--- src/rtl/core/i2c_ee_pkg.sv ---
// ---------------------------------------------------------------------------
// i2c_ee_pkg
// Types and constants of the serial EEPROM bus master: commands, bus phases,
// protocol stages and reset values of the configuration registers.
// ---------------------------------------------------------------------------
`timescale 1ns / 1ps

package i2c_ee_pkg;

  // page buffer and transfer limits
  localparam int PAGE_BYTES     = 8;
  localparam int MAX_READ_BYTES = 256;
  localparam int BUF_DEPTH      = 8;
  localparam int BUF_IDX_W      = $clog2(BUF_DEPTH);

  // configuration register reset values
  localparam logic [6:0]  DEV_ADDR_RESET    = 7'd80;
  localparam logic [15:0] ACK_TIMEOUT_RESET = 16'd200;

  // configuration register indexes
  localparam logic CFG_DEV_ADDR    = 1'b0;
  localparam logic CFG_ACK_TIMEOUT = 1'b1;

  // commands of an input item
  typedef enum logic [2:0] {
    CMD_TICK      = 3'd0,
    CMD_LOAD      = 3'd1,
    CMD_WRITE     = 3'd2,
    CMD_CUR_READ  = 3'd3,
    CMD_RAND_READ = 3'd4,
    CMD_SEQ_READ  = 3'd5
  } cmd_t;

  // bus phase within a stage
  typedef enum logic [3:0] {
    PH_IDLE  = 4'd0,
    PH_START = 4'd1,
    PH_TXL   = 4'd2,
    PH_TXH   = 4'd3,
    PH_AKL   = 4'd4,
    PH_AKH   = 4'd5,
    PH_RXL   = 4'd6,
    PH_RXH   = 4'd7,
    PH_MKL   = 4'd8,
    PH_MKH   = 4'd9,
    PH_RSL   = 4'd10,
    PH_RSH   = 4'd11,
    PH_SPA   = 4'd12,
    PH_SPB   = 4'd13,
    PH_SPC   = 4'd14
  } phase_t;

  // protocol stage: device write address, word address, data, device read address
  typedef enum logic [1:0] {
    STG_DEVW = 2'd0,
    STG_WORD = 2'd1,
    STG_BODY = 2'd2,
    STG_DEVR = 2'd3
  } stage_t;

  // an aborted transfer runs its stop in the word stage code
  localparam stage_t STG_ERR = STG_WORD;

endpackage

--- src/rtl/core/i2c_ee_req_if.sv ---
// ---------------------------------------------------------------------------
// i2c_ee_req_if
// Request channel: one bus phase tick or, while idle, one command.
// ---------------------------------------------------------------------------
`timescale 1ns / 1ps

interface i2c_ee_req_if;
  logic       valid;
  logic       ready;
  logic [2:0] command;
  logic [7:0] word_address;
  logic [7:0] write_data;
  logic [2:0] load_index;
  logic [8:0] length;
  logic       sda_in;

  modport source (
    output valid, command, word_address, write_data, load_index, length, sda_in,
    input  ready
  );

  modport sink (
    input  valid, command, word_address, write_data, load_index, length, sda_in,
    output ready
  );
endinterface

--- src/rtl/core/i2c_ee_res_if.sv ---
// ---------------------------------------------------------------------------
// i2c_ee_res_if
// Result channel: bus line levels, received byte and transfer status.
// ---------------------------------------------------------------------------
`timescale 1ns / 1ps

interface i2c_ee_res_if;
  logic       valid;
  logic       ready;
  logic       scl_level;
  logic       sda_release;
  logic       read_valid;
  logic [7:0] read_data;
  logic       read_last;
  logic       busy_res;
  logic       ack_error;
  logic       done_res;

  modport source (
    output valid, scl_level, sda_release, read_valid, read_data, read_last,
           busy_res, ack_error, done_res,
    input  ready
  );

  modport sink (
    input  valid, scl_level, sda_release, read_valid, read_data, read_last,
           busy_res, ack_error, done_res,
    output ready
  );
endinterface

--- src/rtl/core/i2c_eeprom_master_top.sv ---
// ---------------------------------------------------------------------------
// i2c_eeprom_master_top
// Phase-level bus master for a small serial EEPROM: page write, current,
// random and sequential read, with acknowledge timeout and stop on abort.
// ---------------------------------------------------------------------------
//  channel   dir  handshake      carries
//  request   in   valid/ready    command, word_address, write_data,
//                                load_index, length, sda_in
//  result    out  valid/ready    scl_level, sda_release, read_valid,
//                                read_data, read_last, busy_res, ack_error,
//                                done_res
//  cfg       in   cfg_wr_en      cfg_index, cfg_wr_data (no read-back)
//
//  one request transfer per cycle when not stalled; its result is in the output
//  register the cycle after, set by one pass of the phase sequencer logic
//  the request side stays ready while the output register is empty or its
//  result is taken in the same cycle
//  rst is synchronous: sequencer idle, configuration registers at their reset
//  values, result register empty, page buffer contents undefined until loaded
// ---------------------------------------------------------------------------
`timescale 1ns / 1ps

module i2c_eeprom_master_top
  import i2c_ee_pkg::*;
(
  input  logic             clk,
  input  logic             rst,
  i2c_ee_req_if.sink       request,
  i2c_ee_res_if.source     result,
  input  logic             cfg_wr_en,
  input  logic             cfg_index,
  input  logic [15:0]      cfg_wr_data
);

  // configuration registers
  logic [6:0]  device_address;
  logic [15:0] ack_timeout;

  // sequencer state
  phase_t              sub, sub_next;
  stage_t              stage, stage_next;
  logic                op_write, op_write_next;
  logic [3:0]          bit_count, bit_count_next;
  logic [7:0]          shift_byte, shift_byte_next;
  logic [8:0]          bytes_left, bytes_left_next;
  logic [BUF_IDX_W-1:0] buffer_index, buffer_index_next;
  logic [7:0]          target_address, target_address_next;
  logic [15:0]         timeout_count, timeout_count_next;
  logic [7:0]          page_buffer [BUF_DEPTH];

  // result register
  logic       out_valid;
  logic       scl_r, rel_r, rv_r, rl_r, busy_r, err_r, done_r;
  logic [7:0] rd_r;

  // combinational result of the current item
  logic       scl_c, rel_c, rv_c, rl_c, err_c, done_c;
  logic [7:0] rd_c;

  logic                 accept;
  logic                 buf_we;
  logic [BUF_IDX_W-1:0] buf_rd_idx;
  logic [BUF_IDX_W-1:0] idx_inc;
  logic [3:0]           bc_inc;
  logic [8:0]           bl_dec;
  logic [7:0]           shift_in;
  logic [8:0]           wr_len;
  logic [8:0]           rd_len;
  cmd_t                 cmd;

  assign accept        = request.valid && request.ready;
  assign request.ready = !out_valid || result.ready;
  assign cmd           = cmd_t'(request.command);

  assign idx_inc    = buffer_index + BUF_IDX_W'(1);
  assign bc_inc     = bit_count + 4'd1;
  assign bl_dec     = (bytes_left != 9'd0) ? bytes_left - 9'd1 : bytes_left;
  assign shift_in   = {shift_byte[6:0], request.sda_in};
  assign buf_rd_idx = (stage == STG_BODY) ? idx_inc : buffer_index;

  // transfer lengths, saturated; a read length of zero becomes one
  always_comb begin
    wr_len = (17'(request.length) > 17'(PAGE_BYTES)) ? 9'(PAGE_BYTES) : request.length;
    rd_len = (17'(request.length) > 17'(MAX_READ_BYTES)) ? 9'(MAX_READ_BYTES)
                                                          : request.length;
    if (rd_len == 9'd0) begin
      rd_len = 9'd1;
    end
  end

  // next state and line levels of one phase
  always_comb begin
    sub_next            = sub;
    stage_next          = stage;
    op_write_next       = op_write;
    bit_count_next      = bit_count;
    shift_byte_next     = shift_byte;
    bytes_left_next     = bytes_left;
    buffer_index_next   = buffer_index;
    target_address_next = target_address;
    timeout_count_next  = timeout_count;
    buf_we              = 1'b0;
    scl_c  = 1'b1;
    rel_c  = 1'b1;
    rv_c   = 1'b0;
    rd_c   = 8'd0;
    rl_c   = 1'b0;
    err_c  = 1'b0;
    done_c = 1'b0;

    case (sub)
      PH_IDLE: begin
        stage_next = STG_DEVW;
        case (cmd)
          CMD_LOAD: begin
            buf_we = 1'b1;
          end
          CMD_WRITE, CMD_CUR_READ, CMD_RAND_READ, CMD_SEQ_READ: begin
            op_write_next       = (cmd == CMD_WRITE);
            target_address_next = request.word_address;
            buffer_index_next   = '0;
            timeout_count_next  = 16'd0;
            bit_count_next      = 4'd0;
            if (cmd == CMD_WRITE) begin
              bytes_left_next = wr_len;
            end else if (cmd == CMD_SEQ_READ) begin
              bytes_left_next = rd_len;
            end else begin
              bytes_left_next = 9'd1;
            end
            // current read goes straight to the read address
            if (cmd == CMD_CUR_READ) begin
              shift_byte_next = {device_address, 1'b1};
              stage_next      = STG_DEVR;
            end else begin
              shift_byte_next = {device_address, 1'b0};
            end
            sub_next = PH_TXL;
            rel_c    = 1'b0;
          end
          default: begin
          end
        endcase
      end
      PH_START: begin
        rel_c          = 1'b0;
        bit_count_next = 4'd0;
        sub_next       = PH_TXL;
      end
      PH_TXL: begin
        scl_c    = 1'b0;
        rel_c    = shift_byte[7];
        sub_next = PH_TXH;
      end
      PH_TXH: begin
        rel_c           = shift_byte[7];
        shift_byte_next = {shift_byte[6:0], 1'b0};
        if (bc_inc >= 4'd8) begin
          bit_count_next     = 4'd0;
          timeout_count_next = 16'd0;
          sub_next           = PH_AKL;
        end else begin
          bit_count_next = bc_inc;
          sub_next       = PH_TXL;
        end
      end
      PH_AKL: begin
        scl_c    = 1'b0;
        sub_next = PH_AKH;
      end
      PH_AKH: begin
        if (!request.sda_in) begin
          timeout_count_next = 16'd0;
          bit_count_next     = 4'd0;
          case (stage)
            STG_DEVW: begin
              shift_byte_next = target_address;
              stage_next      = STG_WORD;
              sub_next        = PH_TXL;
            end
            STG_WORD: begin
              if (op_write) begin
                if (bytes_left == 9'd0) begin
                  stage_next = STG_DEVW;
                  sub_next   = PH_SPA;
                end else begin
                  shift_byte_next = page_buffer[buf_rd_idx];
                  stage_next      = STG_BODY;
                  sub_next        = PH_TXL;
                end
              end else begin
                shift_byte_next = {device_address, 1'b1};
                stage_next      = STG_DEVR;
                sub_next        = PH_RSL;
              end
            end
            STG_BODY: begin
              buffer_index_next = idx_inc;
              bytes_left_next   = bl_dec;
              if (bl_dec == 9'd0) begin
                stage_next = STG_DEVW;
                sub_next   = PH_SPA;
              end else begin
                shift_byte_next = page_buffer[buf_rd_idx];
                sub_next        = PH_TXL;
              end
            end
            default: begin
              shift_byte_next = 8'd0;
              stage_next      = STG_BODY;
              sub_next        = PH_RXL;
            end
          endcase
        end else if (timeout_count >= ack_timeout) begin
          // acknowledge missing too long: stop and flag
          stage_next = STG_ERR;
          sub_next   = PH_SPA;
        end else begin
          timeout_count_next = timeout_count + 16'd1;
        end
      end
      PH_RXL: begin
        scl_c    = 1'b0;
        sub_next = PH_RXH;
      end
      PH_RXH: begin
        shift_byte_next = shift_in;
        if (bc_inc >= 4'd8) begin
          bit_count_next  = 4'd0;
          bytes_left_next = bl_dec;
          rv_c            = 1'b1;
          rd_c            = shift_in;
          rl_c            = (bl_dec == 9'd0);
          sub_next        = PH_MKL;
        end else begin
          bit_count_next = bc_inc;
          sub_next       = PH_RXL;
        end
      end
      PH_MKL: begin
        scl_c    = 1'b0;
        rel_c    = (bytes_left == 9'd0);
        sub_next = PH_MKH;
      end
      PH_MKH: begin
        rel_c = (bytes_left == 9'd0);
        if (bytes_left == 9'd0) begin
          stage_next = STG_DEVW;
          sub_next   = PH_SPA;
        end else begin
          shift_byte_next = 8'd0;
          sub_next        = PH_RXL;
        end
      end
      PH_RSL: begin
        scl_c    = 1'b0;
        sub_next = PH_RSH;
      end
      PH_RSH: begin
        sub_next = PH_START;
      end
      PH_SPA: begin
        scl_c    = 1'b0;
        rel_c    = 1'b0;
        sub_next = PH_SPB;
      end
      PH_SPB: begin
        rel_c    = 1'b0;
        sub_next = PH_SPC;
      end
      PH_SPC: begin
        done_c     = 1'b1;
        err_c      = (stage == STG_ERR);
        stage_next = STG_DEVW;
        sub_next   = PH_IDLE;
      end
      default: begin
        stage_next = STG_DEVW;
        sub_next   = PH_IDLE;
      end
    endcase
  end

  // sequencer state register
  always_ff @(posedge clk) begin
    if (rst) begin
      sub            <= PH_IDLE;
      stage          <= STG_DEVW;
      op_write       <= 1'b0;
      bit_count      <= 4'd0;
      shift_byte     <= 8'd0;
      bytes_left     <= 9'd0;
      buffer_index   <= '0;
      target_address <= 8'd0;
      timeout_count  <= 16'd0;
    end else if (accept) begin
      sub            <= sub_next;
      stage          <= stage_next;
      op_write       <= op_write_next;
      bit_count      <= bit_count_next;
      shift_byte     <= shift_byte_next;
      bytes_left     <= bytes_left_next;
      buffer_index   <= buffer_index_next;
      target_address <= target_address_next;
      timeout_count  <= timeout_count_next;
    end
  end

  // page buffer load
  always_ff @(posedge clk) begin
    if (accept && buf_we) begin
      page_buffer[request.load_index[BUF_IDX_W-1:0]] <= request.write_data;
    end
  end

  // configuration writes
  always_ff @(posedge clk) begin
    if (rst) begin
      device_address <= DEV_ADDR_RESET;
      ack_timeout    <= ACK_TIMEOUT_RESET;
    end else if (cfg_wr_en) begin
      case (cfg_index)
        CFG_DEV_ADDR:    device_address <= cfg_wr_data[6:0];
        CFG_ACK_TIMEOUT: ack_timeout    <= cfg_wr_data;
        default: begin
        end
      endcase
    end
  end

  // result register valid
  always_ff @(posedge clk) begin
    if (rst) begin
      out_valid <= 1'b0;
    end else if (accept) begin
      out_valid <= 1'b1;
    end else if (result.ready) begin
      out_valid <= 1'b0;
    end
  end

  // result register payload
  always_ff @(posedge clk) begin
    if (accept) begin
      scl_r  <= scl_c;
      rel_r  <= rel_c;
      rv_r   <= rv_c;
      rd_r   <= rd_c;
      rl_r   <= rl_c;
      busy_r <= (sub_next != PH_IDLE);
      err_r  <= err_c;
      done_r <= done_c;
    end
  end

  assign result.valid       = out_valid;
  assign result.scl_level   = scl_r;
  assign result.sda_release = rel_r;
  assign result.read_valid  = rv_r;
  assign result.read_data   = rd_r;
  assign result.read_last   = rl_r;
  assign result.busy_res    = busy_r;
  assign result.ack_error   = err_r;
  assign result.done_res    = done_r;

endmodule

--- src/flat_wrapper.sv ---
// flat-port wrapper written by rule: the top's interface ports become plain ports
module i2c_eeprom_master_top_flat import i2c_ee_pkg::*;
  (clk, rst, cfg_wr_en, cfg_index, cfg_wr_data, request_valid, request_command, request_word_address, request_write_data, request_load_index, request_length, request_sda_in, request_ready, result_valid, result_scl_level, result_sda_release, result_read_valid, result_read_data, result_read_last, result_busy_res, result_ack_error, result_done_res, result_ready);
  i2c_ee_req_if request_i ();
  i2c_ee_res_if result_i ();
  input  logic clk;
  input  logic rst;
  input  logic cfg_wr_en;
  input  logic cfg_index;
  input  logic [15:0] cfg_wr_data;
  input wire logic [$bits(request_i.valid)-1:0] request_valid;
  input wire logic [$bits(request_i.command)-1:0] request_command;
  input wire logic [$bits(request_i.word_address)-1:0] request_word_address;
  input wire logic [$bits(request_i.write_data)-1:0] request_write_data;
  input wire logic [$bits(request_i.load_index)-1:0] request_load_index;
  input wire logic [$bits(request_i.length)-1:0] request_length;
  input wire logic [$bits(request_i.sda_in)-1:0] request_sda_in;
  output wire logic [$bits(request_i.ready)-1:0] request_ready;
  output wire logic [$bits(result_i.valid)-1:0] result_valid;
  output wire logic [$bits(result_i.scl_level)-1:0] result_scl_level;
  output wire logic [$bits(result_i.sda_release)-1:0] result_sda_release;
  output wire logic [$bits(result_i.read_valid)-1:0] result_read_valid;
  output wire logic [$bits(result_i.read_data)-1:0] result_read_data;
  output wire logic [$bits(result_i.read_last)-1:0] result_read_last;
  output wire logic [$bits(result_i.busy_res)-1:0] result_busy_res;
  output wire logic [$bits(result_i.ack_error)-1:0] result_ack_error;
  output wire logic [$bits(result_i.done_res)-1:0] result_done_res;
  input wire logic [$bits(result_i.ready)-1:0] result_ready;
  assign request_i.valid = request_valid;
  assign request_i.command = request_command;
  assign request_i.word_address = request_word_address;
  assign request_i.write_data = request_write_data;
  assign request_i.load_index = request_load_index;
  assign request_i.length = request_length;
  assign request_i.sda_in = request_sda_in;
  assign request_ready = request_i.ready;
  assign result_valid = result_i.valid;
  assign result_scl_level = result_i.scl_level;
  assign result_sda_release = result_i.sda_release;
  assign result_read_valid = result_i.read_valid;
  assign result_read_data = result_i.read_data;
  assign result_read_last = result_i.read_last;
  assign result_busy_res = result_i.busy_res;
  assign result_ack_error = result_i.ack_error;
  assign result_done_res = result_i.done_res;
  assign result_i.ready = result_ready;
  i2c_eeprom_master_top u_core (.clk(clk), .rst(rst), .request(request_i), .result(result_i), .cfg_wr_en(cfg_wr_en), .cfg_index(cfg_index), .cfg_wr_data(cfg_wr_data));
endmodule
--- config.mk ---
export PLATFORM = sky130hd
export DESIGN_NAME = i2c_eeprom_master_top_flat
export DESIGN_NICKNAME = d
export VERILOG_FILES = /design/src/rtl/core/i2c_ee_pkg.sv /design/src/rtl/core/i2c_ee_req_if.sv /design/src/rtl/core/i2c_ee_res_if.sv /design/src/rtl/core/i2c_eeprom_master_top.sv /design/src/flat_wrapper.sv
export SDC_FILE = /design/constraint.sdc
export NUM_CORES = 1
export LEC_CHECK = 0
export BUFFER_PORTS_ARGS = -buffer_cell sky130_fd_sc_hd__buf_2
export CAP_MARGIN = 20
export CORE_MARGIN = 4
export CORE_UTILIZATION = 50
export DETAILED_ROUTE_END_ITERATION = 8
export PLACE_DENSITY = 0.77
export SLEW_MARGIN = 15
export SYNTH_ARGS = -nofsm -noshare
export SYNTH_HDL_FRONTEND = slang
export SYNTH_SLANG_ARGS = --single-unit
--- constraint.sdc ---
create_clock -name clk -period 2.31 [get_ports clk]
set_input_delay 0.231 -clock clk [delete_from_list [all_inputs] [get_ports clk]]
set_output_delay 0.231 -clock clk [all_outputs]
set_load 0.02 [all_outputs]
# Word level (Yosys, flattened, before mapping)
# Memory sizes are Yosys's and may differ from the RTL's.
# Index checks and enable logic that the tools add are counted.
[word_totals]
register_bits = 94
latch_bits = 0
ram_bits = 64
romBits = 0
in_bits = 54
wordCells = 163
n_memories = 1
[op_classes]
add_sub_neg = 4
mul = 0
n_div = 0
magnitude_cmp = 4
n_eq_ne = 33
n_shift = 0
mux = 65
n_bitwise = 2
reduce_logical = 34
[memory_table]
columns = ["memory", "depth", "word_bits", "rd", "rd_clocked_by_memory_dff", "wr", "line_no", "source"]
rows = [
  ["u_core.page_buffer", 8, 8, 1, 0, 1, "i2c_eeprom_master_top.sv:49", "logic [7:0] page_buffer [BUF_DEPTH];"],
]
[op_table]
columns = ["op", "n"]
rows = [
  ["9-bit 2-to-1 mux", 10],
  ["16-bit 2-to-1 mux", 4],
  ["4-bit one-hot mux with 14 select lines", 1],
  ["8-bit 2-to-1 mux", 6],
  ["16-bit one-hot mux with 3 select lines", 1],
  ["4-bit 2-to-1 mux", 11],
  ["8-bit one-hot mux with 5 select lines", 1],
  ["4-bit == test, second input constant", 7],
  ["9-bit zero test", 3],
  ["9-bit one-hot mux with 3 select lines", 1],
  ["8-bit one-hot mux with 3 select lines", 1],
  ["16-bit by 1-bit adder with 16-bit output, second input constant", 1],
  ["4-bit by 3-bit == test with 1-bit output, second input constant", 4],
  ["16-bit >= comparator", 1],
  ["2-bit 2-to-1 mux", 8],
  ["4-bit one-hot mux with 4 select lines", 1],
  ["3-bit 2-to-1 mux", 4],
  ["4-bit one-hot mux with 3 select lines", 1],
  ["1-bit 2-to-1 mux", 11],
  ["11-bit OR reduction", 1],
  ["5-bit AND reduction", 2],
  ["9-bit by 4-bit greater-than comparator with 1-bit output, second input constant", 1],
  ["9-bit greater-than comparator, second input constant", 1],
  ["9-bit nonzero test", 1],
  ["other kinds (39)", 59],
]

# Longest topological paths before layout
[depth]
ltp_word = 8
depth_mapped = 11
ltp_nobuf = 9

# Least setup slack after synthesis
# No wires, ideal clock.
[synth_timing]
path_kind = "reg-to-reg"
from = "reg u_core.sub[3]"
to = "mem u_core.page_buffer[1][0] (enable)"
setup_ns = 0.383
arrival_ns = 2.178
t_required_ns = 1.927
setup_slack_ns = -0.251
path_stages_with_launch = 9
path_buffers = 1
path_cell_list = "dfxtp_1 > clkbuf_1 > nor2_1 > nand2_1 > nor2_1 > nand2_1 > nor4b_1 > nand2_1 > nor3_1"
[synth_via]
elab_chain_len = 5
[synth_lines]
columns = ["item", "line_no", "source"]
rows = [
  ["start: declaration", "i2c_eeprom_master_top.sv:40", "phase_t sub, sub_next;"],
  ["start signal: assignment", "i2c_eeprom_master_top.sv:297", "sub <= sub_next;"],
  ["4-bit zero test", "i2c_eeprom_master_top.sv:111", "case (sub)"],
  ["1-bit 2-to-1 mux", "i2c_eeprom_master_top.sv:111", ""],
  ["1-bit logical AND", "i2c_eeprom_master_top.sv:311", "if (accept && buf_we) begin"],
  ["1-bit 2-to-1 mux", "i2c_eeprom_master_top.sv:311", ""],
  ["1-bit 2-to-1 mux (not written as such)", "i2c_eeprom_master_top.sv:312", "page_buffer[request.load_index[BUF_IDX_W-1:0]] <= request.write_data;"],
  ["end: declaration", "i2c_eeprom_master_top.sv:49", ""],
]
# No other way between the ends.

# Final worst setup path
[layout_timing]
from = "reg u_core.bytes_left[3]"
to = "reg u_core.busy_r, in the netlist u_core.result.busy_res, data pin"
[layout_via]
elab_chain_len = 8
word_cells_on_any_way = 13
cone_classes = "add/sub: 1; mux: 8; reduce/logical: 4"
[layout_lines]
columns = ["item", "line_no", "source"]
rows = [
  ["start: declaration", "i2c_eeprom_master_top.sv:45", "logic [8:0] bytes_left, bytes_left_next;"],
  ["start signal: assignment", "i2c_eeprom_master_top.sv:302", "bytes_left <= bytes_left_next;"],
  ["9-bit by 1-bit subtractor with 9-bit output / 9-bit nonzero test (equally long branches)", "i2c_eeprom_master_top.sv:77", "assign bl_dec = (bytes_left != 9'd0) ? bytes_left - 9'd1 : bytes_left;"],
  ["9-bit 2-to-1 mux", "i2c_eeprom_master_top.sv:77", ""],
  ["9-bit zero test", "i2c_eeprom_master_top.sv:200", "if (bl_dec == 9'd0) begin"],
  ["4-bit 2-to-1 mux", "i2c_eeprom_master_top.sv:200", ""],
  ["4-bit one-hot mux with 3 select lines", "i2c_eeprom_master_top.sv:175", "case (stage)"],
  ["4-bit 2-to-1 mux", "i2c_eeprom_master_top.sv:172", "if (!request.sda_in) begin"],
  ["4-bit one-hot mux with 14 select lines *", "i2c_eeprom_master_top.sv:111", ""],
  ["4-bit nonzero test *", "i2c_eeprom_master_top.sv:350", "busy_r <= (sub_next != PH_IDLE);"],
  ["end signal: assignment", "i2c_eeprom_master_top.sv:350", ""],
  ["end: declaration", "i2c_eeprom_master_top.sv:53", "logic scl_r, rel_r, rv_r, rl_r, busy_r, err_r, done_r;"],
]
# Mark *: on every way between the ends. The rest lies on a longest branch, timed or not.
# A chain may end at the register's enable or synchronous reset.

==> results.json <==
{
  "cts-root-buf": "clkbuf_16",
  "antenna_found_initial": 0,
  "finalHoldViolCount": 0,
  "cts_buffers": 17,
  "slew_viol_final": 0,
  "r2r_start": "u_core.bytes_left[3]$_SDFFE_PP0P_",
  "p_per_area_nw_per_um2": 718,
  "synth_top_area_cell": "edfxtp_1",
  "drtIter0Drc": 662,
  "cts_sinks": 158,
  "cp-end-kind": "register",
  "synth.distinct_cells": 78,
  "slowest_delay_ps": 510,
  "routed_wl_mm": 22.7,
  "dr_total_vias": 7064,
  "final_area_um2": 10300,
  "netlist_area_um2": 7920,
  "gp_congestion": 0.930,
  "outcome": "complete, but fails checks",
  "die_area_um2": 17900,
  "ios": 71,
  "fin_crit_sh": 1.07,
  "drt-pass1-iter-count": 5,
  "clockBufferDepth": 2,
  "globalRouteOverflowTotal": 0,
  "die_height_um": 134,
  "tritoncts": "built",
  "clock_skew_ps": 11.8,
  "htree_levels": 4,
  "ir_drop_v": 0.000562,
  "drive_above_1_share": 0.337,
  "dpl_cell_area_um2": 9080,
  "cp_cell_sequence": "or4_4 > nor4_4 > mux2i_2 > nand4_2 > buf_6 > nor2_4 > o31a_1 > nand4_1",
  "hp-class": "in2reg",
  "slew-limit-headroom": 0.535,
  "grt_pass1_wl_mm": 34.8,
  "ys_seq_area_frac": 0.499,
  "vias_per_cell": 6.09,
  "final_util": 0.669,
  "finalSetupViolations": 25,
  "ys.flop_type": "edfxtp_1",
  "crit_start": "u_core.bytes_left[3]$_SDFFE_PP0P_",
  "cts.clk_slew.worst_paths_ps": 70,
  "ff2ff_path_depth": 8,
  "fin_nets": 1011,
  "grt_setup_unrepaired": "true",
  "worstPathArrival_ps": 2630,
  "netlist.area_leader.share": 0.300,
  "rows": 45,
  "tns_ps": -2000,
  "setup_slack_ps": -150,
  "cp_slowest_cell": "or4_4",
  "critPathKind": "reg2reg",
  "antenna_left": 0,
  "die_width_um": 134,
  "r2r_slack_ps": -150,
  "min_period_ps": 2460,
  "leakage_nw": 3.78,
  "synth_nets": 863,
  "wl_per_cell_um": 19.6,
  "grt_start_max_net_pins": 52,
  "async_flop_share": 0,
  "drv_cap": 0,
  "endpoint": "u_core.result.busy_res$_DFFE_PP_",
  "insertion_delay_ps": 440,
  "p_total_w": 0.00738,
  "antenna_cells": 0,
  "start_kind": "register",
  "synth_area_leaders": "edfxtp_1, dfxtp_1, nand2_1",
  "yosysWarnings": 0,
  "start_util": 0.515,
  "synth_edf_count": 79,
  "path_max_fanout": 8,
  "worstPathRequired_ps": 2480,
  "synth_cells": 788,
  "area_growth_syn_to_layout_pct": 29.8,
  "post-route-drc-count": 0,
  "synth-seq-cells": 158,
  "r2r_end": "u_core.result.busy_res$_DFFE_PP_",
  "grt_pass1_vias": 6813,
  "coreArea_um2": 15400,
  "grtUsageTotal": 0.245,
  "worst_slew_pin_slew_ps": 697,
  "fmax_mhz": 406,
  "dp_hpwl_mm": 14.6,
  "syn_avg_cell_area_um2": 10.0,
  "violations": "negative setup slack",
  "io_buffers": 70
}
## synthesized netlist by cell type (5+ instances only)
cell / n
nor4_1: 8
a21oi_1: 71
or4_1: 9
mux4_2: 14
o31ai_1: 9
ha_1: 21
nand3_1: 25
a31oi_1: 18
nor2_1: 59
mux2i_1: 16
a211oi_1: 7
and3_1: 6
o21ai_0: 32
o211ai_1: 9
clkbuf_1: 27
nor3_1: 16
inv_1: 29
a221oi_1: 8
dfxtp_1: 79
buf_2: 7
nor2b_1: 7
o22ai_1: 7
o21a_1: 5
nand2_1: 98
a22oi_1: 9
or3_1: 5
o21ai_1: 6
edfxtp_1: 79
nand3b_1: 7
and2_1: 11
nand2b_1: 10
## cells in the final DEF, fill, tap and decap left out, types with 19 or more instances in the layout
cell type,synthesis,routed
o21ai_0,32,27
dfxtp_1,79,66
edfxtp_1,79,79
a21oi_1,71,57
buf_2,7,70
buf_4,2,88
inv_1,29,23
nand2_1,98,98
clkbuf_16,0,19
nor2_1,59,53
nand3_1,25,25
## area by class of cell
type	count	area, um2
sequential	158	3970
timing repair buffer	169	1210
fill	1098	5090
tap	211	264
clock buffer	17	425
inverter	31	119
multi-input combinational	559	4110
clock inverter	15	183
## cell families (layout without fill, tap and decap cells)
kind of cell / Yosys count / count (layout) / share of synthesized area
simple gates: 284 / 285 / 0.180
flops: 158 / 158 / 0.499
mux: 31 / 31 / 0.0615
compound gates: 216 / 216 / 0.178
fa+ha+maj: 21 / 21 / 0.0332
buf+inv: 72 / 232 / 0.0390
xor+xnor: 6 / 6 / 0.00901
## state kept, by name, indices dropped and copies added (netlist names), 2 cells and up
register	flops
u_core.result.read_data	8
u_core.stage	2
u_core.device_address	7
u_core.page_buffer	64
u_core.timeout_count	16
u_core.buffer_index	3
u_core.bit_count	4
u_core.bytes_left	9
u_core.sub	4
u_core.ack_timeout	16
u_core.target_address	8
u_core.shift_byte	8
## critical path, delay by kind of cell (launching register included)
family	cells	cell delay [ps]
DFF	1	440
buffers and inverters	1	180
muxes	1	320
and+or+nand+nor	5	1070
AOI/OAI and AO/OA	1	180
## how the worst min path moves through the flow
| stage | startpoint | end | slack, ps | cells after the start |
|---|---|---|---|---|
| CTS | cfg_wr_data[7] | u_core.ack_timeout[7]$_SDFFE_PP1P_ | 8 | 3 |
| global placement | u_core.ack_timeout[5]$_SDFFE_PP0P_ | u_core.ack_timeout[5]$_SDFFE_PP0P_ | 440 | 2 |
| finish | cfg_wr_data[7] | u_core.ack_timeout[7]$_SDFFE_PP1P_ | 20 | 3 |
| floorplan | request_write_data[0] | u_core.page_buffer[0][0]$_DFFE_PP_ | 330 | 0 |
| detailed placement | u_core.ack_timeout[14]$_SDFFE_PP0P_ | u_core.ack_timeout[14]$_SDFFE_PP0P_ | 450 | 2 |
| global route | cfg_wr_data[13] | u_core.ack_timeout[13]$_SDFFE_PP0P_ | 20 | 3 |
## routing by layer
layer  track usage  part of all wire
met5             0                 0
met4         0.115             0.042
met3        0.0679             0.080
met2         0.399              0.48
met1         0.303              0.39
## power breakdown
| group | switching [W] | leakage (nW) | internal, W |
|---|---|---|---|
| logic | 0.000778 | 2.12 | 0.000666 |
| clock network | 0.00135 | 0.294 | 0.00147 |
| registers | 0.0000833 | 1.37 | 0.00304 |
| total | 0.00221 | 3.78 | 0.00517 |
## per-stage QoR
stage	setup WS [ps]	std cells	hold WS, ps
floorplan	-71.6	788	330
global placement	-95.8	1112	444
detailed placement	-170	1112	451
CTS	-106	1154	7.87
global route	-247	1160	20.8
finish	-150	1160	23.3
## repair_timing
item,in CTS,in global routing
cloned,2,2
endpoints found under the hold margin,0,0
hold buffers,0,0
pin swaps,13,17
resized for setup,35,67
endpoints found under the setup margin,30,102
setup buffers,8,5
(Power assumes the default switching activity.)
